===== src/rtl/pee_pkg.sv =====
// ----------------------------------------------------------------------------
// pee_pkg
// Shared types and constants of the postfix expression evaluator.
// ----------------------------------------------------------------------------
package pee_pkg;

  localparam int unsigned DEFAULT_STACK_DEPTH = 16;
  localparam int unsigned DEFAULT_VALUE_WIDTH = 32;
  localparam int unsigned OUT_WIDTH           = 32;
  localparam int unsigned STATUS_WIDTH        = 3;

  localparam logic [STATUS_WIDTH-1:0] ST_OK    = 3'd0;
  localparam logic [STATUS_WIDTH-1:0] ST_UNDER = 3'd1;
  localparam logic [STATUS_WIDTH-1:0] ST_OVER  = 3'd2;
  localparam logic [STATUS_WIDTH-1:0] ST_DIVZ  = 3'd3;
  localparam logic [STATUS_WIDTH-1:0] ST_EMPTY = 3'd4;

  localparam logic [7:0] CH_SPACE = 8'h20;
  localparam logic [7:0] CH_COMMA = 8'h2C;
  localparam logic [7:0] CH_PLUS  = 8'h2B;
  localparam logic [7:0] CH_MINUS = 8'h2D;
  localparam logic [7:0] CH_STAR  = 8'h2A;
  localparam logic [7:0] CH_SLASH = 8'h2F;
  localparam logic [7:0] CH_CARET = 8'h5E;
  localparam logic [7:0] CH_ZERO  = 8'h30;
  localparam logic [7:0] CH_NINE  = 8'h39;

  typedef enum logic [2:0] {
    OP_ADD,
    OP_SUB,
    OP_MUL,
    OP_DIV,
    OP_POW
  } op_e;

  typedef struct packed {
    logic start;
    op_e  op;
  } alu_req_t;

  typedef struct packed {
    logic done;
    logic div_zero;
  } alu_rsp_t;

  typedef enum logic [2:0] {
    S_IDLE,
    S_RD_B,
    S_RD_A,
    S_EXEC,
    S_WAIT,
    S_FINAL,
    S_EMIT
  } ctrl_state_e;

  typedef enum logic [1:0] {
    A_IDLE,
    A_DIV,
    A_POW,
    A_DONE
  } alu_state_e;

endpackage


===== src/rtl/postfix_expression_evaluator.sv =====
// ----------------------------------------------------------------------------
// postfix_expression_evaluator
// Evaluates a postfix expression fed one ASCII character per transfer.
// ----------------------------------------------------------------------------
// Usage:
//   The input channel takes one character per transfer with an end flag on
//   the final character. Digits build a number; space and comma separate;
//   + - * / ^ apply to the two top stack values; any other character also
//   ends a number but is otherwise ignored. On the end flag one result
//   transfer carries the top value and a status (0 ok, 1 underflow,
//   2 overflow, 3 divide by zero, 4 empty), after which the evaluator
//   state is cleared. An operator reads its two operands from the stack
//   RAM, then + - * finish in one step while / and ^ run in the shared
//   bit-serial divide and power unit. The end flag adds a read of the
//   top entry. The stack lives in a RAM with a registered read. No new
//   character is taken while an operator or the end flag is processed.
//   The result sits in an output register; a new character is taken while
//   it waits. If the receiver stalls, the next result is held back until
//   the register frees up. Reset clears all control state; the stack RAM
//   needs no clearing since only entries below the count are read.
// ----------------------------------------------------------------------------
module postfix_expression_evaluator #(
  parameter int unsigned STACK_DEPTH = pee_pkg::DEFAULT_STACK_DEPTH,
  parameter int unsigned VALUE_WIDTH = pee_pkg::DEFAULT_VALUE_WIDTH
) (
  input  logic                                clk_i,
  input  logic                                rst_ni,
  input  logic                                in_valid_i,
  output logic                                in_ready_o,
  input  logic [7:0]                          char_code_i,
  input  logic                                end_of_expression_i,
  output logic                                out_valid_o,
  input  logic                                out_ready_i,
  output logic signed [pee_pkg::OUT_WIDTH-1:0] value_o,
  output logic [pee_pkg::STATUS_WIDTH-1:0]    status_o
);
  import pee_pkg::*;

  localparam int unsigned W  = VALUE_WIDTH;
  localparam int unsigned AW = $clog2(STACK_DEPTH);
  localparam int unsigned CW = $clog2(STACK_DEPTH + 1);

  ctrl_state_e            state_q, state_d;
  logic [CW-1:0]          cnt_q, cnt_d;
  logic [W-1:0]           acc_q, acc_d;
  logic                   act_q, act_d;
  logic [STATUS_WIDTH-1:0] err_q, err_d;
  logic                   last_q, last_d;
  op_e                    op_q, op_d;
  logic [W-1:0]           b_q, b_d;
  logic                   ovalid_q, ovalid_d;
  logic [OUT_WIDTH-1:0]   oval_q, oval_d;
  logic [STATUS_WIDTH-1:0] ostat_q, ostat_d;

  logic                   ram_we, ram_re;
  logic [AW-1:0]          ram_waddr, ram_raddr;
  logic [W-1:0]           ram_wdata, ram_rdata;
  alu_req_t               alu_req;
  alu_rsp_t               alu_rsp;
  logic [W-1:0]           alu_res;

  logic                   in_fire, live, is_digit, is_op, flush, overflow;
  logic                   op_ok, underflow, out_load;
  logic [W-1:0]           acc_mac, push_val;
  logic [CW-1:0]          cnt_push;
  op_e                    op_dec;

  assign in_ready_o = (state_q == S_IDLE);
  assign in_fire    = in_valid_i && in_ready_o;
  assign live       = (err_q == ST_OK);
  assign is_digit   = (char_code_i >= CH_ZERO) && (char_code_i <= CH_NINE);
  assign is_op      = (char_code_i == CH_PLUS) || (char_code_i == CH_MINUS) ||
                      (char_code_i == CH_STAR) || (char_code_i == CH_SLASH) ||
                      (char_code_i == CH_CARET);
  assign acc_mac    = (acc_q << 3) + (acc_q << 1) + W'(4'(char_code_i - CH_ZERO));
  assign push_val   = is_digit ? acc_mac : acc_q;
  // A number is pushed on a non-digit, or on a digit that ends the expression.
  assign flush      = live && (act_q || is_digit) && (!is_digit || end_of_expression_i);
  assign overflow   = flush && (cnt_q >= CW'(STACK_DEPTH));
  assign cnt_push   = cnt_q + CW'(flush && !overflow);
  assign op_ok      = live && is_op && !overflow && (cnt_push >= CW'(2));
  assign underflow  = live && is_op && !overflow && (cnt_push < CW'(2));
  assign out_load   = (state_q == S_EMIT) && (!ovalid_q || out_ready_i);

  always_comb begin
    case (char_code_i)
      CH_PLUS:  op_dec = OP_ADD;
      CH_MINUS: op_dec = OP_SUB;
      CH_STAR:  op_dec = OP_MUL;
      CH_SLASH: op_dec = OP_DIV;
      default:  op_dec = OP_POW;
    endcase
  end

  // Next state.
  always_comb begin
    state_d = state_q;
    case (state_q)
      S_IDLE: begin
        if (in_fire) begin
          if (op_ok) begin
            state_d = S_RD_B;
          end else if (end_of_expression_i) begin
            state_d = S_FINAL;
          end
        end
      end
      S_RD_B:  state_d = S_RD_A;
      S_RD_A:  state_d = S_EXEC;
      S_EXEC:  state_d = S_WAIT;
      S_WAIT: begin
        if (alu_rsp.done) begin
          state_d = last_q ? S_FINAL : S_IDLE;
        end
      end
      S_FINAL: state_d = S_EMIT;
      S_EMIT: begin
        if (out_load) begin
          state_d = S_IDLE;
        end
      end
      default: state_d = S_IDLE;
    endcase
  end

  // Datapath and memory control.
  always_comb begin
    cnt_d     = cnt_q;
    acc_d     = acc_q;
    act_d     = act_q;
    err_d     = err_q;
    last_d    = last_q;
    op_d      = op_q;
    b_d       = b_q;
    oval_d    = oval_q;
    ostat_d   = ostat_q;
    ovalid_d  = ovalid_q && !out_ready_i;
    ram_we    = 1'b0;
    ram_waddr = cnt_q[AW-1:0];
    ram_wdata = push_val;
    ram_re    = 1'b0;
    ram_raddr = AW'(cnt_q - CW'(1));
    alu_req   = '{start: 1'b0, op: op_q};
    case (state_q)
      S_IDLE: begin
        if (in_fire) begin
          last_d = end_of_expression_i;
          op_d   = op_dec;
          if (live && is_digit) begin
            acc_d = acc_mac;
            act_d = 1'b1;
          end
          if (flush) begin
            acc_d = '0;
            act_d = 1'b0;
            if (overflow) begin
              err_d = ST_OVER;
            end else begin
              ram_we = 1'b1;
              cnt_d  = cnt_push;
            end
          end
          if (underflow) begin
            err_d = ST_UNDER;
          end
        end
      end
      S_RD_B: begin
        ram_re = 1'b1;
      end
      S_RD_A: begin
        b_d       = ram_rdata;
        ram_re    = 1'b1;
        ram_raddr = AW'(cnt_q - CW'(2));
      end
      S_EXEC: begin
        alu_req.start = 1'b1;
      end
      S_WAIT: begin
        if (alu_rsp.done) begin
          if (alu_rsp.div_zero) begin
            err_d = ST_DIVZ;
            cnt_d = cnt_q - CW'(2);
          end else begin
            ram_we    = 1'b1;
            ram_waddr = AW'(cnt_q - CW'(2));
            ram_wdata = alu_res;
            cnt_d     = cnt_q - CW'(1);
          end
        end
      end
      S_FINAL: begin
        ram_re = 1'b1;
      end
      S_EMIT: begin
        if (out_load) begin
          ovalid_d = 1'b1;
          if (!live) begin
            ostat_d = err_q;
            oval_d  = '0;
          end else if (cnt_q == '0) begin
            ostat_d = ST_EMPTY;
            oval_d  = '0;
          end else begin
            ostat_d = ST_OK;
            oval_d  = OUT_WIDTH'(ram_rdata);
          end
          cnt_d = '0;
          acc_d = '0;
          act_d = 1'b0;
          err_d = ST_OK;
        end
      end
      default: ;
    endcase
  end

  always_ff @(posedge clk_i or negedge rst_ni) begin
    if (!rst_ni) begin
      state_q  <= S_IDLE;
      cnt_q    <= '0;
      acc_q    <= '0;
      act_q    <= 1'b0;
      err_q    <= ST_OK;
      ovalid_q <= 1'b0;
    end else begin
      state_q  <= state_d;
      cnt_q    <= cnt_d;
      acc_q    <= acc_d;
      act_q    <= act_d;
      err_q    <= err_d;
      ovalid_q <= ovalid_d;
    end
  end

  always_ff @(posedge clk_i) begin
    last_q  <= last_d;
    op_q    <= op_d;
    b_q     <= b_d;
    oval_q  <= oval_d;
    ostat_q <= ostat_d;
  end

  pee_ram #(
    .WIDTH(W),
    .DEPTH(STACK_DEPTH)
  ) u_stack (
    .clk_i  (clk_i),
    .we_i   (ram_we),
    .waddr_i(ram_waddr),
    .wdata_i(ram_wdata),
    .re_i   (ram_re),
    .raddr_i(ram_raddr),
    .rdata_o(ram_rdata)
  );

  pee_alu #(
    .VALUE_WIDTH(W)
  ) u_alu (
    .clk_i   (clk_i),
    .rst_ni  (rst_ni),
    .req_i   (alu_req),
    .a_i     (ram_rdata),
    .b_i     (b_q),
    .rsp_o   (alu_rsp),
    .result_o(alu_res)
  );

  assign out_valid_o = ovalid_q;
  assign value_o     = signed'(oval_q);
  assign status_o    = ostat_q;

  a_cnt_bound: assert property (@(posedge clk_i) disable iff (!rst_ni)
    cnt_q <= CW'(STACK_DEPTH))
    else $error("stack count exceeds depth");

  a_alu_done_in_wait: assert property (@(posedge clk_i) disable iff (!rst_ni)
    alu_rsp.done |-> state_q == S_WAIT)
    else $error("arithmetic unit finished outside of the wait state");

  a_clear_after_emit: assert property (@(posedge clk_i) disable iff (!rst_ni)
    out_load |=> cnt_q == '0 && err_q == ST_OK && !act_q && out_valid_o)
    else $error("state not cleared after result load");

  a_op_has_operands: assert property (@(posedge clk_i) disable iff (!rst_ni)
    state_q == S_RD_B |-> cnt_q >= CW'(2))
    else $error("operator started with fewer than two operands");

endmodule


===== src/rtl/pee_ram.sv =====
// ----------------------------------------------------------------------------
// pee_ram
// Generic single-write, single-read RAM with a registered read port.
// ----------------------------------------------------------------------------
module pee_ram #(
  parameter int unsigned WIDTH = 32,
  parameter int unsigned DEPTH = 16
) (
  input  logic                     clk_i,
  input  logic                     we_i,
  input  logic [$clog2(DEPTH)-1:0] waddr_i,
  input  logic [WIDTH-1:0]         wdata_i,
  input  logic                     re_i,
  input  logic [$clog2(DEPTH)-1:0] raddr_i,
  output logic [WIDTH-1:0]         rdata_o
);

  logic [WIDTH-1:0] mem_q [DEPTH];
  logic [WIDTH-1:0] rdata_q;

  always_ff @(posedge clk_i) begin
    if (we_i) begin
      mem_q[waddr_i] <= wdata_i;
    end
    if (re_i) begin
      rdata_q <= mem_q[raddr_i];
    end
  end

  assign rdata_o = rdata_q;

endmodule


===== src/rtl/pee_alu.sv =====
// ----------------------------------------------------------------------------
// pee_alu
// Multi-cycle arithmetic unit: add, subtract, multiply in one step,
// restoring division and square-and-multiply power one bit per cycle.
// ----------------------------------------------------------------------------
module pee_alu #(
  parameter int unsigned VALUE_WIDTH = pee_pkg::DEFAULT_VALUE_WIDTH
) (
  input  logic                   clk_i,
  input  logic                   rst_ni,
  input  pee_pkg::alu_req_t      req_i,
  input  logic [VALUE_WIDTH-1:0] a_i,
  input  logic [VALUE_WIDTH-1:0] b_i,
  output pee_pkg::alu_rsp_t      rsp_o,
  output logic [VALUE_WIDTH-1:0] result_o
);
  import pee_pkg::*;

  localparam int unsigned W  = VALUE_WIDTH;
  localparam int unsigned IW = $clog2(W);

  alu_state_e     state_q, state_d;
  logic [IW-1:0]  iter_q, iter_d;
  logic [W-1:0]   acc_q, acc_d;
  logic [W-1:0]   sq_q, sq_d;
  logic [W-1:0]   ex_q, ex_d;
  logic [W:0]     rem_q, rem_d;
  logic           neg_q, neg_d;
  logic           dz_q, dz_d;

  logic [W-1:0]   mag_a, mag_b;
  logic [W:0]     rem_sh, trial;
  logic [W-1:0]   prod_acc, prod_sq;
  logic           last_iter;

  assign mag_a     = a_i[W-1] ? (~a_i + 1'b1) : a_i;
  assign mag_b     = b_i[W-1] ? (~b_i + 1'b1) : b_i;
  assign rem_sh    = {rem_q[W-1:0], acc_q[W-1]};
  assign trial     = rem_sh - {1'b0, sq_q};
  assign prod_acc  = acc_q * sq_q;
  assign prod_sq   = sq_q * sq_q;
  assign last_iter = (iter_q == IW'(W - 1));

  always_comb begin
    state_d = state_q;
    case (state_q)
      A_IDLE: begin
        if (req_i.start) begin
          if (req_i.op == OP_DIV && b_i != '0) begin
            state_d = A_DIV;
          end else if (req_i.op == OP_POW && !b_i[W-1]) begin
            state_d = A_POW;
          end else begin
            state_d = A_DONE;
          end
        end
      end
      A_DIV, A_POW: begin
        if (last_iter) begin
          state_d = A_DONE;
        end
      end
      A_DONE:  state_d = A_IDLE;
      default: state_d = A_IDLE;
    endcase
  end

  always_comb begin
    iter_d = iter_q;
    acc_d  = acc_q;
    sq_d   = sq_q;
    ex_d   = ex_q;
    rem_d  = rem_q;
    neg_d  = neg_q;
    dz_d   = dz_q;
    case (state_q)
      A_IDLE: begin
        iter_d = '0;
        dz_d   = 1'b0;
        neg_d  = 1'b0;
        rem_d  = '0;
        ex_d   = b_i;
        sq_d   = a_i;
        acc_d  = W'(1);
        if (req_i.start) begin
          case (req_i.op)
            OP_ADD: acc_d = a_i + b_i;
            OP_SUB: acc_d = a_i - b_i;
            OP_MUL: acc_d = a_i * b_i;
            OP_DIV: begin
              // acc holds the dividend bits shifting out, sq the divisor.
              acc_d = mag_a;
              sq_d  = mag_b;
              neg_d = a_i[W-1] ^ b_i[W-1];
              dz_d  = (b_i == '0);
            end
            OP_POW: begin
              if (b_i[W-1]) begin
                if (a_i == W'(1)) begin
                  acc_d = W'(1);
                end else if (a_i == '1) begin
                  acc_d = b_i[0] ? '1 : W'(1);
                end else begin
                  acc_d = '0;
                  dz_d  = (a_i == '0);
                end
              end
            end
            default: acc_d = '0;
          endcase
        end
      end
      A_DIV: begin
        iter_d = iter_q + 1'b1;
        if (!trial[W]) begin
          rem_d = trial;
          acc_d = {acc_q[W-2:0], 1'b1};
        end else begin
          rem_d = rem_sh;
          acc_d = {acc_q[W-2:0], 1'b0};
        end
      end
      A_POW: begin
        iter_d = iter_q + 1'b1;
        if (ex_q[0]) begin
          acc_d = prod_acc;
        end
        sq_d = prod_sq;
        ex_d = ex_q >> 1;
      end
      A_DONE: begin
        if (neg_q) begin
          acc_d = ~acc_q + 1'b1;
          neg_d = 1'b0;
        end
      end
      default: ;
    endcase
  end

  always_ff @(posedge clk_i or negedge rst_ni) begin
    if (!rst_ni) begin
      state_q <= A_IDLE;
    end else begin
      state_q <= state_d;
    end
  end

  always_ff @(posedge clk_i) begin
    iter_q <= iter_d;
    acc_q  <= acc_d;
    sq_q   <= sq_d;
    ex_q   <= ex_d;
    rem_q  <= rem_d;
    neg_q  <= neg_d;
    dz_q   <= dz_d;
  end

  // The quotient sign is applied in the done cycle, so the result is the
  // corrected value of acc.
  assign result_o       = neg_q ? (~acc_q + 1'b1) : acc_q;
  assign rsp_o.done     = (state_q == A_DONE);
  assign rsp_o.div_zero = dz_q;

endmodule


===== config.mk =====
export PLATFORM = sky130hd
export DESIGN_NAME = postfix_expression_evaluator
export DESIGN_NICKNAME = d
export VERILOG_FILES = /design/src/rtl/pee_pkg.sv /design/src/rtl/postfix_expression_evaluator.sv /design/src/rtl/pee_ram.sv /design/src/rtl/pee_alu.sv
export SDC_FILE = /design/constraint.sdc
export NUM_CORES = 2
export LEC_CHECK = 0
export BUFFER_PORTS_ARGS = -buffer_cell sky130_fd_sc_hd__buf_4
export CAP_MARGIN = 20
export CORE_UTILIZATION = 45
export CTS_CLUSTER_DIAMETER = 60
export DETAILED_ROUTE_END_ITERATION = 12
export GPL_TIMING_DRIVEN = 0
export PLACE_DENSITY_LB_ADDON = 0.2
export SYNTH_ARGS = -nofsm -noshare
export SYNTH_HDL_FRONTEND = slang
export SYNTH_SLANG_ARGS = --single-unit

===== constraint.sdc =====
create_clock -name clk_i -period 7.84 [get_ports clk_i]
set_input_delay 0.392 -clock clk_i [delete_from_list [all_inputs] [get_ports clk_i]]
set_output_delay 0.392 -clock clk_i [all_outputs]
set_load 0.02 [all_outputs]

==> run_results.csv <==
group,metric,value,unit
setup_path,cp.required,8.28,ns
yosys,seq_area_frac_synth,27.8,%
timing,layout_setup_ws,-0.0646,ns
timing,grt_setup_unrepaired,"true",
detailed_routing,avgRoutedWirePerCell,27.2,um
outcome,status,"finished with violations",
cts,path_clk_slew,0.06,ns
yosys,synth_ff_type,"edfxtp_1",
yosys,synth-edff-count,750,
timing,report.final.hold_viol_count,0,
global_routing,grt_max_degree,64,
yosys,synth.cell_area,85100,um2
hold_path,hold_class,"input pin to flop",
setup_path,cp-start-kind,"flop",
cts,cts_inserted_buffers,98,
yosys,post_synth_num_cell_types,90,
cts,cts_max_path_buffers,3,
cts,htreeDepth,3,
detailed_routing,vias,63900,
cells_and_area,nFillCells,16900,
yosys,synth-compound-area-share,7.60,%
timing,slew_headroom,21.7,%
yosys,ys_ff_latch,796,
cts,clock_latency,0.75,ns
yosys,synth_top_family_by_area,"adder cells",
global_routing,grt_pass1_wl,445000,um
place,io_buffer_count,49,
cells_and_area,drive_above_1_share,13.3,%
outcome,violations,"negative setup slack",
die,initial_utilization,45.3,%
timing,fin_crit_sh,101,%
detailed_routing,ant_nets,0,
yosys,yosys.area_share.simple,12.2,%
yosys,syn_avg_cell_area,10.4,um2
yosys,ys.warnings.count,0,
setup_path,arrival,8.34,ns
die,coreArea,188000,um2
place,gp_congestion,0.974,
yosys,synth_mux_area_share,4.35,%
global_routing,grt_pass1_vias,66000,
timing,worst_pin_slew,1.16,ns
yosys,synth_fa_ha_area_share,35.5,%
detailed_routing,first_pass_iters,8,
cts,clock-sinks,796,
yosys,ys_async_sr_fraction,5.78,%
detailed_routing,drt_iter0_markers,6257,
die,die_h,437,um
cts,cts_tree,"done",
global_routing,track_usage,32.1,%
detailed_routing,viasPerCell,5.73,
timing,setup_viol,2,
timing,max_freq,127,MHz
timing,fin_crit,7.90,ns
setup_path,end_kind,"flop",
cts,clock-root-buffer,"clkbuf_16",
die,die_area,191000,um2
detailed_routing,wirelength,304000,um
place,dp_hpwl,232000,um
yosys,syn_nets,9860,
die,ioPinCount,50,
setup_path,path_class,"flop to flop",
cells_and_area,regArea,23700,um2
timing,finalMaxSlewViolations,0,
global_routing,antenna_found_initial,16,
yosys,synth_cells,8144,
global_routing,overflow,0,
run,max_cap_viol_count,0,
timing,skew,0.0796,ns
detailed_routing,drc,0,
die,die_w,437,um
yosys,synth_xor_area_share,4.20,%
cells_and_area,multi_input_area,55600,um2
setup_path,crit_fanout,8,
cells_and_area,layout.nets,10300,
cells_and_area,areaGrowthSynthToFinish,14.5,%
die,rows,159,
timing,holdWs,0.0698,ns
==> metal layers <==
layer | global-route usage, % | up-vias | share of wire, %
met1 | 42.3 | 32700 | 40
met3 | 6.72 | 764 | 9.1
met2 | 50.3 | 3088 | 45
met5 | 0 | - | 0.018
met4 | 15.7 | 8 | 5.9
li1 | - | 27300 | -
==> layout make-up <==
class                   instances  share of cell area (%)
clock inverters                70                   0.772
diodes                          7                  0.0180
clock buffers                 114                    2.58
plain buffers                 407                    2.93
inverters                    1392                    5.44
multi-input cells            5491                    57.1
flip-flops and latches        796                    24.3
repair buffers                372                    3.66
well taps                    2495                    3.21
==> worst max-delay path, stage by stage (launching register included) <==
cell and delay [ns]:
edfxtp_1 0.50, clkinv_4 0.13, clkbuf_8 0.19, buf_8 0.16
nor2_4 0.12, fa_1 0.46, fa_1 0.53, inv_1 0.08
fa_1 0.52, inv_1 0.06, fa_1 0.56, fa_1 0.45
fa_1 0.52, fa_1 0.50, inv_1 0.05, fa_2 0.60
inv_1 0.09, ha_4 0.31, nand4_1 0.12, buf_4 0.17
o31ai_2 0.26, o21ai_2 0.11, o211ai_1 0.50, a31oi_2 0.24
xnor2_4 0.30, a21oi_2 0.08
==> cell usage in the layout, fill, tap and decap left out, drive strengths merged, types with 18 or more instances in the layout <==
cell type  count
buf          473
nor3          65
fa          1187
xor2         150
a2111oi       19
ha           516
and2         547
o211ai        26
o21a          34
nand2        882
nand3         66
inv         1391
or3           24
mux2          31
a22o          27
nor4          18
o21ai        233
mux4         128
o22ai         26
nor2         374
a21o          85
mux2i         47
clkbuf       414
edfxtp       750
o31ai         40
xnor2        258
nor2b         55
and3          20
a211oi        68
a21oi        259
a31oi         37
clkinv        52
dfrtp         46
a222oi        19
nand2b        34
nand4         22
==> sequential cells by signal (all words and copies together), names as in the netlist, 5 cells and up <==
| register | flops |
|---|---|
| b_q | 32 |
| u_alu.acc_q | 32 |
| u_alu.rem_q | 32 |
| cnt_q | 5 |
| value_o | 32 |
| u_alu.iter_q | 5 |
| u_stack.rdata_o | 32 |
| u_alu.ex_q | 32 |
| u_alu.sq_q | 32 |
| acc_q | 32 |
| u_stack.mem_q | 512 |
==> metrics by stage <==
step / worst slack [ns] / cells / TNS [ns] / util, % / instance area [um2]
after floorplan: 0.368 / 8144 / 0 / - / 85100
after global placement: -2.45 / 10700 / -148.71 / 47.1 / 88500
after detailed placement: -2.19 / 10800 / -49.10 / 47.8 / 89700
after CTS: -0.0452 / 11100 / -0.0743 / 51.1 / 96000
after global routing: -0.203 / 11100 / -0.649 / 51.8 / 97400
final: -0.0646 / 11100 / -0.0678 / 51.9 / 97400
==> what timing repair did <==
item                       4_1_cts  5_1_grt
setup endpoints to repair       40       27
hold buffers                     6        0
pin swaps                       32       92
hold endpoints to repair        52        0
setup buffers                  164       72
cloned                           0        2
gates resized for setup        567      262
==> Yosys cell counts (47+ instances only) <==
cell type	count	area share, %
a211oi_1	66	0.58
and2_1	546	4.0
o21ai_0	195	1.1
mux4_2	128	3.4
mux2i_1	47	0.55
nor2b_1	55	0.40
nand2_1	881	3.9
a21o_1	85	0.75
inv_1	1377	6.1
nor2_1	374	1.7
edfxtp_1	750	26
fa_1	1187	28
clkbuf_1	416	1.8
a21oi_1	259	1.5
xnor2_1	258	2.7
ha_1	516	7.6
nor3_1	64	0.38
nand3_1	66	0.39
xor2_1	150	1.5
==> kinds of logic (layout without fill, tap and decap cells) <==
family	after synthesis	after routing
DFF	796	796
other	0	7
xor gates and xnor gates	408	408
AOI/OAI and AO/OA	998	998
buffers and inverters	1857	2355
adders and majority gates	1703	1703
and+or+nand+nor	2176	2176
muxes	206	206
==> worst paths after layout <==
kind	cells past startpoint	slack (ns)	startpoint	to
worst max-delay path	25	-0.06	u_alu.sq_q[3]	u_alu.sq_q[31]
worst min-delay path	3	0.07	char_code_i[1]	op_q[1]
worst max register to register	25	-0.06	u_alu.sq_q[3]	u_alu.sq_q[31]
worst min register to register	2	0.49	acc_q[31]	acc_q[31]
max in group asynchronous	2	7.15	rst_ni	acc_q[14]
min in group asynchronous	2	0.23	rst_ni	out_valid_o
Power is left out: the tool's default activity adds up to more than one toggle a clock period on the data nets, which glitch-free logic cannot reach.
